$ cat config.mk
export PLATFORM = sky130hd
export DESIGN_NAME = ps2_mouse_cursor_tracker_unit
export DESIGN_NICKNAME = d
export VERILOG_FILES = /design/src/pmct_pkg.sv /design/src/pmct_front.sv /design/src/pmct_queue.sv /design/src/pmct_back.sv /design/src/ps2_mouse_cursor_tracker_unit.sv
export SDC_FILE = /design/constraint.sdc
export NUM_CORES = 1
export LEC_CHECK = 0
export BUFFER_PORTS_ARGS = -buffer_cell sky130_fd_sc_hd__buf_2
export CAP_MARGIN = 20
export CORE_ASPECT_RATIO = 0.7
export CORE_UTILIZATION = 50
export CTS_CLUSTER_SIZE = 25
export DETAILED_ROUTE_END_ITERATION = 12
export GPL_ROUTABILITY_DRIVEN = 0
export GPL_TIMING_DRIVEN = 0
export PLACE_DENSITY = 0.75
export SKIP_LAST_GASP = 1
export SYNTH_ARGS = -nofsm -noshare
export SYNTH_HDL_FRONTEND = slang
export SYNTH_SLANG_ARGS = --single-unit
export TNS_END_PERCENT = 20
$ cat constraint.sdc
create_clock -name clk -period 16.25 [get_ports clk]
set_input_delay 2.4375 -clock clk [delete_from_list [all_inputs] [get_ports clk]]
set_output_delay 2.4375 -clock clk [all_outputs]
set_load 0.03 [all_outputs]
$ cat src/pmct_pkg.sv
// Package: shared types, widths and helper functions for the PS/2 cursor tracker.
`default_nettype none
package pmct_pkg;

    localparam int COORD_WIDTH = 12;
    localparam int OUT_W       = 12;
    localparam int DIM_W       = 13;
    localparam int CFG_IDX_W   = 4;
    localparam int DELTA_W     = 11;
    localparam int WIDE_W      = ((COORD_WIDTH > DIM_W) ? COORD_WIDTH : DIM_W) + 2;
    localparam int QUEUE_DEPTH = 2;
    localparam int QPTR_W      = $clog2(QUEUE_DEPTH);
    localparam int QCNT_W      = $clog2(QUEUE_DEPTH + 1);

    localparam logic [DIM_W-1:0] WIDTH_RESET  = DIM_W'(640);
    localparam logic [DIM_W-1:0] HEIGHT_RESET = DIM_W'(480);
    localparam logic [DELTA_W-1:0] OVF_EXTRA  = DELTA_W'(255);

    localparam logic [CFG_IDX_W-1:0] REG_SCREEN_WIDTH  = CFG_IDX_W'(0);
    localparam logic [CFG_IDX_W-1:0] REG_SCREEN_HEIGHT = CFG_IDX_W'(1);

    localparam int SYNC_BIT  = 3;
    localparam int XSIGN_BIT = 4;
    localparam int YSIGN_BIT = 5;
    localparam int XOVF_BIT  = 6;
    localparam int YOVF_BIT  = 7;

    typedef enum logic [1:0] {
        PH_STATUS,
        PH_DX,
        PH_DY
    } phase_t;

    typedef struct packed {
        logic [7:0] status;
        logic [7:0] dx;
        logic [7:0] dy;
    } pkt_t;

    // Signed movement of one axis, with the overflow bit adding 255 more travel.
    function automatic logic signed [DELTA_W-1:0] axis_delta(
        input logic [7:0] mag,
        input logic       neg,
        input logic       ovf
    );
        logic signed [DELTA_W-1:0] d;
        if (neg)
        begin
            d = (mag == 8'd0) ? '0 : $signed({3'b111, mag});
            if (ovf)
            begin
                d = d - $signed(OVF_EXTRA);
            end
        end
        else
        begin
            d = $signed({3'b000, mag});
            if (ovf)
            begin
                d = d + $signed(OVF_EXTRA);
            end
        end
        return d;
    endfunction

    // Clamp to zero below, then to min(dim-1, coordinate max) above.
    function automatic logic [COORD_WIDTH-1:0] clamp_axis(
        input logic signed [WIDE_W-1:0] v,
        input logic [DIM_W-1:0]         dim
    );
        logic signed [WIDE_W-1:0] top;
        logic signed [WIDE_W-1:0] lim;
        logic signed [WIDE_W-1:0] r;
        top = $signed(WIDE_W'((64'd1 << COORD_WIDTH) - 64'd1));
        lim = (dim == '0) ? '0 : $signed(WIDE_W'(dim - DIM_W'(1)));
        if (lim > top)
        begin
            lim = top;
        end
        r = v;
        if (r < 0)
        begin
            r = '0;
        end
        if (r > lim)
        begin
            r = lim;
        end
        return COORD_WIDTH'(r);
    endfunction

endpackage
`default_nettype wire

$ cat src/pmct_front.sv
// Front end: assembles received bytes into three-byte packets and hands them on.
`default_nettype none
module pmct_front
    import pmct_pkg::*;
(
    input  wire logic       clk,
    input  wire logic       rst_n,
    input  wire logic       in_valid,
    output logic            in_ready,
    input  wire logic [7:0] rx_byte,
    output logic            push_valid,
    input  wire logic       push_ready,
    output pkt_t            push_pkt
);

    phase_t     phase_reg, phase_next;
    logic [7:0] status_reg, status_next;
    logic [7:0] dx_reg, dx_next;
    logic       accept;

    always_ff @(posedge clk or negedge rst_n)
    begin
        if (!rst_n)
        begin
            phase_reg <= PH_STATUS;
        end
        else
        begin
            phase_reg <= phase_next;
        end
    end

    always_ff @(posedge clk)
    begin
        status_reg <= status_next;
        dx_reg     <= dx_next;
    end

    always_comb
    begin
        // Only the closing byte needs queue space.
        in_ready    = (phase_reg != PH_DY) || push_ready;
        accept      = in_valid && in_ready;
        push_valid  = in_valid && (phase_reg == PH_DY);
        push_pkt    = '{status: status_reg, dx: dx_reg, dy: rx_byte};
        phase_next  = phase_reg;
        status_next = status_reg;
        dx_next     = dx_reg;
        case (phase_reg)
            PH_STATUS:
            begin
                // Drop bytes without the sync bit; they cannot open a packet.
                if (accept && rx_byte[SYNC_BIT])
                begin
                    status_next = rx_byte;
                    phase_next  = PH_DX;
                end
            end
            PH_DX:
            begin
                if (accept)
                begin
                    dx_next    = rx_byte;
                    phase_next = PH_DY;
                end
            end
            PH_DY:
            begin
                if (accept)
                begin
                    phase_next = PH_STATUS;
                end
            end
            default:
            begin
                phase_next = PH_STATUS;
            end
        endcase
    end

endmodule
`default_nettype wire

$ cat src/pmct_queue.sv
// Packet queue: short FIFO between the byte assembler and the position update.
`default_nettype none
module pmct_queue
    import pmct_pkg::*;
(
    input  wire logic clk,
    input  wire logic rst_n,
    input  wire logic push_valid,
    output logic      push_ready,
    input  wire pkt_t push_pkt,
    output logic      pop_valid,
    input  wire logic pop_ready,
    output pkt_t      pop_pkt
);

    pkt_t              entry_reg [QUEUE_DEPTH];
    logic [QPTR_W-1:0] wr_ptr_reg, wr_ptr_next;
    logic [QPTR_W-1:0] rd_ptr_reg, rd_ptr_next;
    logic [QCNT_W-1:0] count_reg, count_next;
    logic              do_push;
    logic              do_pop;

    always_comb
    begin
        push_ready  = (count_reg != QCNT_W'(QUEUE_DEPTH));
        pop_valid   = (count_reg != '0);
        pop_pkt     = entry_reg[rd_ptr_reg];
        do_push     = push_valid && push_ready;
        do_pop      = pop_valid && pop_ready;
        wr_ptr_next = wr_ptr_reg;
        rd_ptr_next = rd_ptr_reg;
        if (do_push)
        begin
            wr_ptr_next = (wr_ptr_reg == QPTR_W'(QUEUE_DEPTH - 1)) ? '0 : wr_ptr_reg + 1'b1;
        end
        if (do_pop)
        begin
            rd_ptr_next = (rd_ptr_reg == QPTR_W'(QUEUE_DEPTH - 1)) ? '0 : rd_ptr_reg + 1'b1;
        end
        count_next = count_reg + QCNT_W'(do_push) - QCNT_W'(do_pop);
    end

    always_ff @(posedge clk or negedge rst_n)
    begin
        if (!rst_n)
        begin
            wr_ptr_reg <= '0;
            rd_ptr_reg <= '0;
            count_reg  <= '0;
        end
        else
        begin
            wr_ptr_reg <= wr_ptr_next;
            rd_ptr_reg <= rd_ptr_next;
            count_reg  <= count_next;
        end
    end

    always_ff @(posedge clk)
    begin
        if (do_push)
        begin
            entry_reg[wr_ptr_reg] <= push_pkt;
        end
    end

endmodule
`default_nettype wire

$ cat src/pmct_back.sv
// Back end: applies packet motion to the cursor, clamps it and holds the result.
`default_nettype none
module pmct_back
    import pmct_pkg::*;
(
    input  wire logic             clk,
    input  wire logic             rst_n,
    input  wire logic [DIM_W-1:0] screen_width,
    input  wire logic [DIM_W-1:0] screen_height,
    input  wire logic             pop_valid,
    output logic                  pop_ready,
    input  wire pkt_t             pop_pkt,
    output logic                  out_valid,
    input  wire logic             out_ready,
    output logic [OUT_W-1:0]      cursor_x,
    output logic [OUT_W-1:0]      cursor_y,
    output logic                  left_button,
    output logic                  right_button,
    output logic                  middle_button
);

    logic [COORD_WIDTH-1:0]    pos_x_reg, pos_x_next;
    logic [COORD_WIDTH-1:0]    pos_y_reg, pos_y_next;
    logic                      valid_reg;
    logic [2:0]                buttons_reg;
    logic signed [DELTA_W-1:0] dx;
    logic signed [DELTA_W-1:0] dy;
    logic signed [WIDE_W-1:0]  sum_x;
    logic signed [WIDE_W-1:0]  sum_y;
    logic                      take;

    always_comb
    begin
        pop_ready = !valid_reg || out_ready;
        take      = pop_valid && pop_ready;
        dx = axis_delta(pop_pkt.dx, pop_pkt.status[XSIGN_BIT], pop_pkt.status[XOVF_BIT]);
        dy = axis_delta(pop_pkt.dy, pop_pkt.status[YSIGN_BIT], pop_pkt.status[YOVF_BIT]);
        sum_x = $signed(WIDE_W'(pos_x_reg)) + WIDE_W'(dx);
        // Positive Y moves toward row zero.
        sum_y = $signed(WIDE_W'(pos_y_reg)) - WIDE_W'(dy);
        pos_x_next = clamp_axis(sum_x, screen_width);
        pos_y_next = clamp_axis(sum_y, screen_height);
    end

    always_ff @(posedge clk or negedge rst_n)
    begin
        if (!rst_n)
        begin
            valid_reg <= 1'b0;
            pos_x_reg <= '0;
            pos_y_reg <= '0;
        end
        else
        begin
            if (take)
            begin
                valid_reg <= 1'b1;
                pos_x_reg <= pos_x_next;
                pos_y_reg <= pos_y_next;
            end
            else if (out_ready)
            begin
                valid_reg <= 1'b0;
            end
        end
    end

    always_ff @(posedge clk)
    begin
        if (take)
        begin
            buttons_reg <= pop_pkt.status[2:0];
        end
    end

    assign out_valid     = valid_reg;
    assign cursor_x      = OUT_W'(pos_x_reg);
    assign cursor_y      = OUT_W'(pos_y_reg);
    assign left_button   = buttons_reg[0];
    assign right_button  = buttons_reg[1];
    assign middle_button = buttons_reg[2];

endmodule
`default_nettype wire

$ cat src/ps2_mouse_cursor_tracker_unit.sv
// Top level: PS/2 mouse packet decoder with clamped cursor tracking.
//
//  channel | direction | handshake             | payload
//  --------+-----------+-----------------------+------------------------------------------
//  in      | input     | in_valid / in_ready   | rx_byte[7:0]
//  cfg     | input     | cfg_valid / cfg_ready | cfg_index[3:0], cfg_data[12:0]
//  out     | output    | out_valid / out_ready | cursor_x, cursor_y, left/right/middle
//
// One byte is taken per cycle while in_ready is high. The closing byte of a packet
// is pushed into a two-entry packet queue; the packet at the queue head passes
// through the single add-and-clamp stage in the back end, whose output is registered.
// Reset (rst_n low, asynchronous) returns the assembler to waiting for a status
// byte, empties the queue, zeroes the cursor and restores 640 x 480.
// in_ready drops only for a closing byte while the queue is full; the other
// bytes are always taken. Configuration requests are always taken.
`default_nettype none
module ps2_mouse_cursor_tracker_unit
    import pmct_pkg::*;
(
    input  wire logic                 clk,
    input  wire logic                 rst_n,
    input  wire logic                 in_valid,
    output logic                      in_ready,
    input  wire logic [7:0]           rx_byte,
    input  wire logic                 cfg_valid,
    output logic                      cfg_ready,
    input  wire logic [CFG_IDX_W-1:0] cfg_index,
    input  wire logic [DIM_W-1:0]     cfg_data,
    output logic                      out_valid,
    input  wire logic                 out_ready,
    output logic [OUT_W-1:0]          cursor_x,
    output logic [OUT_W-1:0]          cursor_y,
    output logic                      left_button,
    output logic                      right_button,
    output logic                      middle_button
);

    logic [DIM_W-1:0] width_reg;
    logic [DIM_W-1:0] height_reg;
    logic             push_valid;
    logic             push_ready;
    pkt_t             push_pkt;
    logic             pop_valid;
    logic             pop_ready;
    pkt_t             pop_pkt;

    // Configuration registers; a request to an unknown index is taken and dropped.
    assign cfg_ready = 1'b1;

    always_ff @(posedge clk or negedge rst_n)
    begin
        if (!rst_n)
        begin
            width_reg  <= WIDTH_RESET;
            height_reg <= HEIGHT_RESET;
        end
        else if (cfg_valid && cfg_ready)
        begin
            case (cfg_index)
                REG_SCREEN_WIDTH:  width_reg  <= cfg_data;
                REG_SCREEN_HEIGHT: height_reg <= cfg_data;
                default:           ;
            endcase
        end
    end

    // Assemble bytes into packets.
    pmct_front u_front (
        .clk        (clk),
        .rst_n      (rst_n),
        .in_valid   (in_valid),
        .in_ready   (in_ready),
        .rx_byte    (rx_byte),
        .push_valid (push_valid),
        .push_ready (push_ready),
        .push_pkt   (push_pkt)
    );

    // Hold finished packets so the assembler keeps taking bytes while the output stalls.
    pmct_queue u_queue (
        .clk        (clk),
        .rst_n      (rst_n),
        .push_valid (push_valid),
        .push_ready (push_ready),
        .push_pkt   (push_pkt),
        .pop_valid  (pop_valid),
        .pop_ready  (pop_ready),
        .pop_pkt    (pop_pkt)
    );

    // Advance the cursor and present the result.
    pmct_back u_back (
        .clk           (clk),
        .rst_n         (rst_n),
        .screen_width  (width_reg),
        .screen_height (height_reg),
        .pop_valid     (pop_valid),
        .pop_ready     (pop_ready),
        .pop_pkt       (pop_pkt),
        .out_valid     (out_valid),
        .out_ready     (out_ready),
        .cursor_x      (cursor_x),
        .cursor_y      (cursor_y),
        .left_button   (left_button),
        .right_button  (right_button),
        .middle_button (middle_button)
    );

endmodule
`default_nettype wire

==> results.py <==
metrics = {
    "place": {
        "portBuffers": 58,
        "placedCellCount": 1083,
        "dp_hpwl_microns": 15400,
        "place_area_sq_um": 8720,
        "post-place-ws_ns": 7.99,
    },
    "clock_tree": {
        "worst_skew_pair.late_latency_ns": 0.42,
        "cts_root_buf": "clkbuf_16",
        "h-tree-depth": 4,
        "cts_buffers": 17,
        "cts-hold-fix-buffers": 0,
        "clk_path_buf_depth": 2,
        "ctsResizeCount": 0,
        "cts_setup_buffers": 0,
        "clock-sinks": 121,
        "clk_pin_slew_worst_paths_ns": 0.05,
        "cts_tree": "built",
    },
    "die": {
        "die_x_microns": 154,
        "die_h_microns": 109,
        "core_sq_um": 15700,
        "die_area_sq_um": 16800,
        "start_util_pct": 51.9,
        "rows": 38,
        "io_pins": 60,
    },
    "worst_setup_path": {
        "timing.rr.start": "u_queue.rd_ptr_reg$_DFFE_PN0P_",
        "crit_type": "flip-flop to flip-flop",
        "critPathLaunch": "u_queue.rd_ptr_reg$_DFFE_PN0P_",
        "crit_slowest_cell": "a2111oi_0",
        "cp-end-kind": "flip-flop",
        "crit_path_max_fanout": 10,
        "cp.arrival_ns": 8.79,
        "cp.required_ns": 16.56,
        "startpoint_type": "flip-flop",
        "max_stage_delay_ns": 0.87,
        "cpMostUsedCell": "nor2_1",
        "reg2regPathDepth": 26,
    },
    "power": {
        "irDropWorstVdd_uv": 84.1,
        "leakage_nw": 3.90,
        "power_density_nw_per_um2": 226,
    },
    "sta": {
        "fmax_ghz": 0.118,
        "hold_viol": 0,
        "whs_ns": 0.443,
        "post-route-period-util_pct": 52.2,
        "skew_ns": 0.00764,
        "period_minus_slack_ns": 8.48,
        "worst_slew_pin_slew_ns": 1.07,
        "worst_slack_ns": 7.77,
        "relSlewSlack_pct": 28.8,
        "final_max_slew_viol_count": 0,
        "setup_viol": 0,
        "fin_setup_tns_ns": 0,
        "rsz0062_at_grt": "false",
    },
    "min_path": {
        "hold_class": "flip-flop to flip-flop",
        "hold_depth": 0,
        "hold_start": "u_front.dx_reg[6]$_DFFE_PP_",
    },
    "route": {
        "drt-vias-per-instance": 6.03,
        "dr_total_vias": 6735,
        "drtIter0Drc": 625,
        "drt_first_pass_iters": 5,
        "route.detailed.drc": 0,
        "postRouteAntennaNets": 0,
        "drt-total-wl_microns": 20300,
        "wl_per_cell_microns": 18.2,
    },
    "finish": {
        "instances_no_fill": 1116,
        "fin_nets": 995,
        "largest_register_ffs": 46,
        "postLayoutCellArea_sq_um": 9360,
        "antenna_cells": 0,
        "drive_gt1_share_pct": 17.7,
        "area_growth_pct": 15.0,
        "final_common_cell": "nor2_1",
        "mostFrequentLayoutCells": "nor2_1 (91), edfxtp_1 (64), buf_2 (63), ha_1 (60), nand2_1 (58)",
    },
    "synthesis": {
        "synth_cells": 822,
        "synth-warning-count": 0,
        "synth_area_per_cell_sq_um": 9.90,
        "ys_seq_area_share_pct": 41.2,
        "synthFlopType": "edfxtp_1",
        "synth-edff-count": 64,
        "yosysUniqueCellTypes": 78,
        "syn_area_sq_um": 8140,
        "async_reset_ff_share_pct": 47.1,
        "syn_nets": 914,
        "ys_ff_latch": 121,
    },
    "global_routing": {
        "grt_pass1_vias": 6054,
        "antenna_found_initial": 0,
        "grt_max_degree": 40,
        "grt_pass1_wl_microns": 32300,
        "grt_use_total_pct": 25.4,
        "overflow": 0,
    },
    "run_status": {
        "status": "complete, no violations",
    },
    "run": {
        "maxCapViolCount": 0,
    },
}
worst paths after layout:
path / end / slack (ns)
min: u_queue.entry_reg[1][14]$_DFFE_PP_ / 0.44
min in group asynchronous: u_front.phase_reg[1]$_DFFE_PN0P_ / 1.98
max in group asynchronous: height_reg[7]$_DFFE_PN1P_ / 13.62
max reg2reg: u_back.cursor_x[6]$_DFFE_PN0P_ / 7.77
max: u_back.cursor_x[6]$_DFFE_PN0P_ / 7.77
min reg2reg: u_queue.entry_reg[1][14]$_DFFE_PP_ / 0.44
power breakdown:
group | leakage (nW) | total, mW | switching [mW] | internal [mW]
logic | 2.32 | 1.25 | 0.783 | 0.466
clock network | 0.301 | 0.402 | 0.132 | 0.270
registers | 1.28 | 0.461 | 0.0620 | 0.400
total | 3.90 | 2.11 | 0.977 | 1.14
critical path, delay by kind of cell, from the launching register on:
kind / cells / cell delay (ns)
multiplexers: 1 / 0.68
adder cells (fa/ha/maj): 3 / 0.98
AND/OR/NAND/NOR: 9 / 2.00
AO/OA/AOI/OAI: 10 / 3.55
buffers and inverters: 3 / 0.85
flip-flops: 1 / 0.31
per-layer routing:
metal | up-vias | track usage, % | wire [microns]
met5 | - | 0 | 0
met4 | 0 | 7.07 | 221
met3 | 21 | 5.88 | 1590
met2 | 267 | 35.9 | 8270
met1 | 3189 | 38.4 | 10200
li1 | 3258 | - | -
through the flow:
stage,utilization (%),power (mW)
2_1_floorplan,-,1.37
5_1_grt,59.7,2.26
6_report,59.7,2.11
3_3_place_gp,55.3,1.65
3_5_place_dp,55.6,1.67
4_1_cts,59.6,2.09
Yosys cell counts (16+ instances only):
| library cell | count | area [sq um] |
|---|---|---|
| o21ai_0 | 43 | 215 |
| mux2i_1 | 23 | 230 |
| xor2_1 | 22 | 193 |
| nor4_1 | 16 | 100 |
| nand3_1 | 18 | 90.1 |
| dfrtp_1 | 51 | 1280 |
| nor3_1 | 32 | 160 |
| edfxtp_1 | 64 | 1920 |
| inv_1 | 31 | 116 |
| a21oi_1 | 47 | 235 |
| xnor2_1 | 26 | 228 |
| nand2_1 | 58 | 218 |
| mux2_2 | 39 | 439 |
| nor2_1 | 92 | 345 |
| ha_1 | 60 | 751 |
cell families after synthesis:
group | Yosys count | share of synthesized area, %
other | 1 | 0.0461
multiplexers | 64 | 8.53
AO/OA/AOI/OAI | 179 | 14.6
adder cells (fa/ha/maj) | 63 | 9.84
flip-flops | 121 | 41.2
AND/OR/NAND/NOR | 293 | 17.9
buffers and inverters | 53 | 2.66
XOR/XNOR | 48 | 5.17
area by class of cell:
type | count | area, sq um
clock buffers | 18 | 429
fillers | 1316 | 6330
well taps | 200 | 250
flip-flops and latches | 121 | 3360
multi-input cells | 648 | 4570
plain buffers | 22 | 100
clock inverters | 14 | 204
repair buffers | 62 | 338
inverters | 31 | 116
No activity file was read; power rests on OpenSTA's default activity.
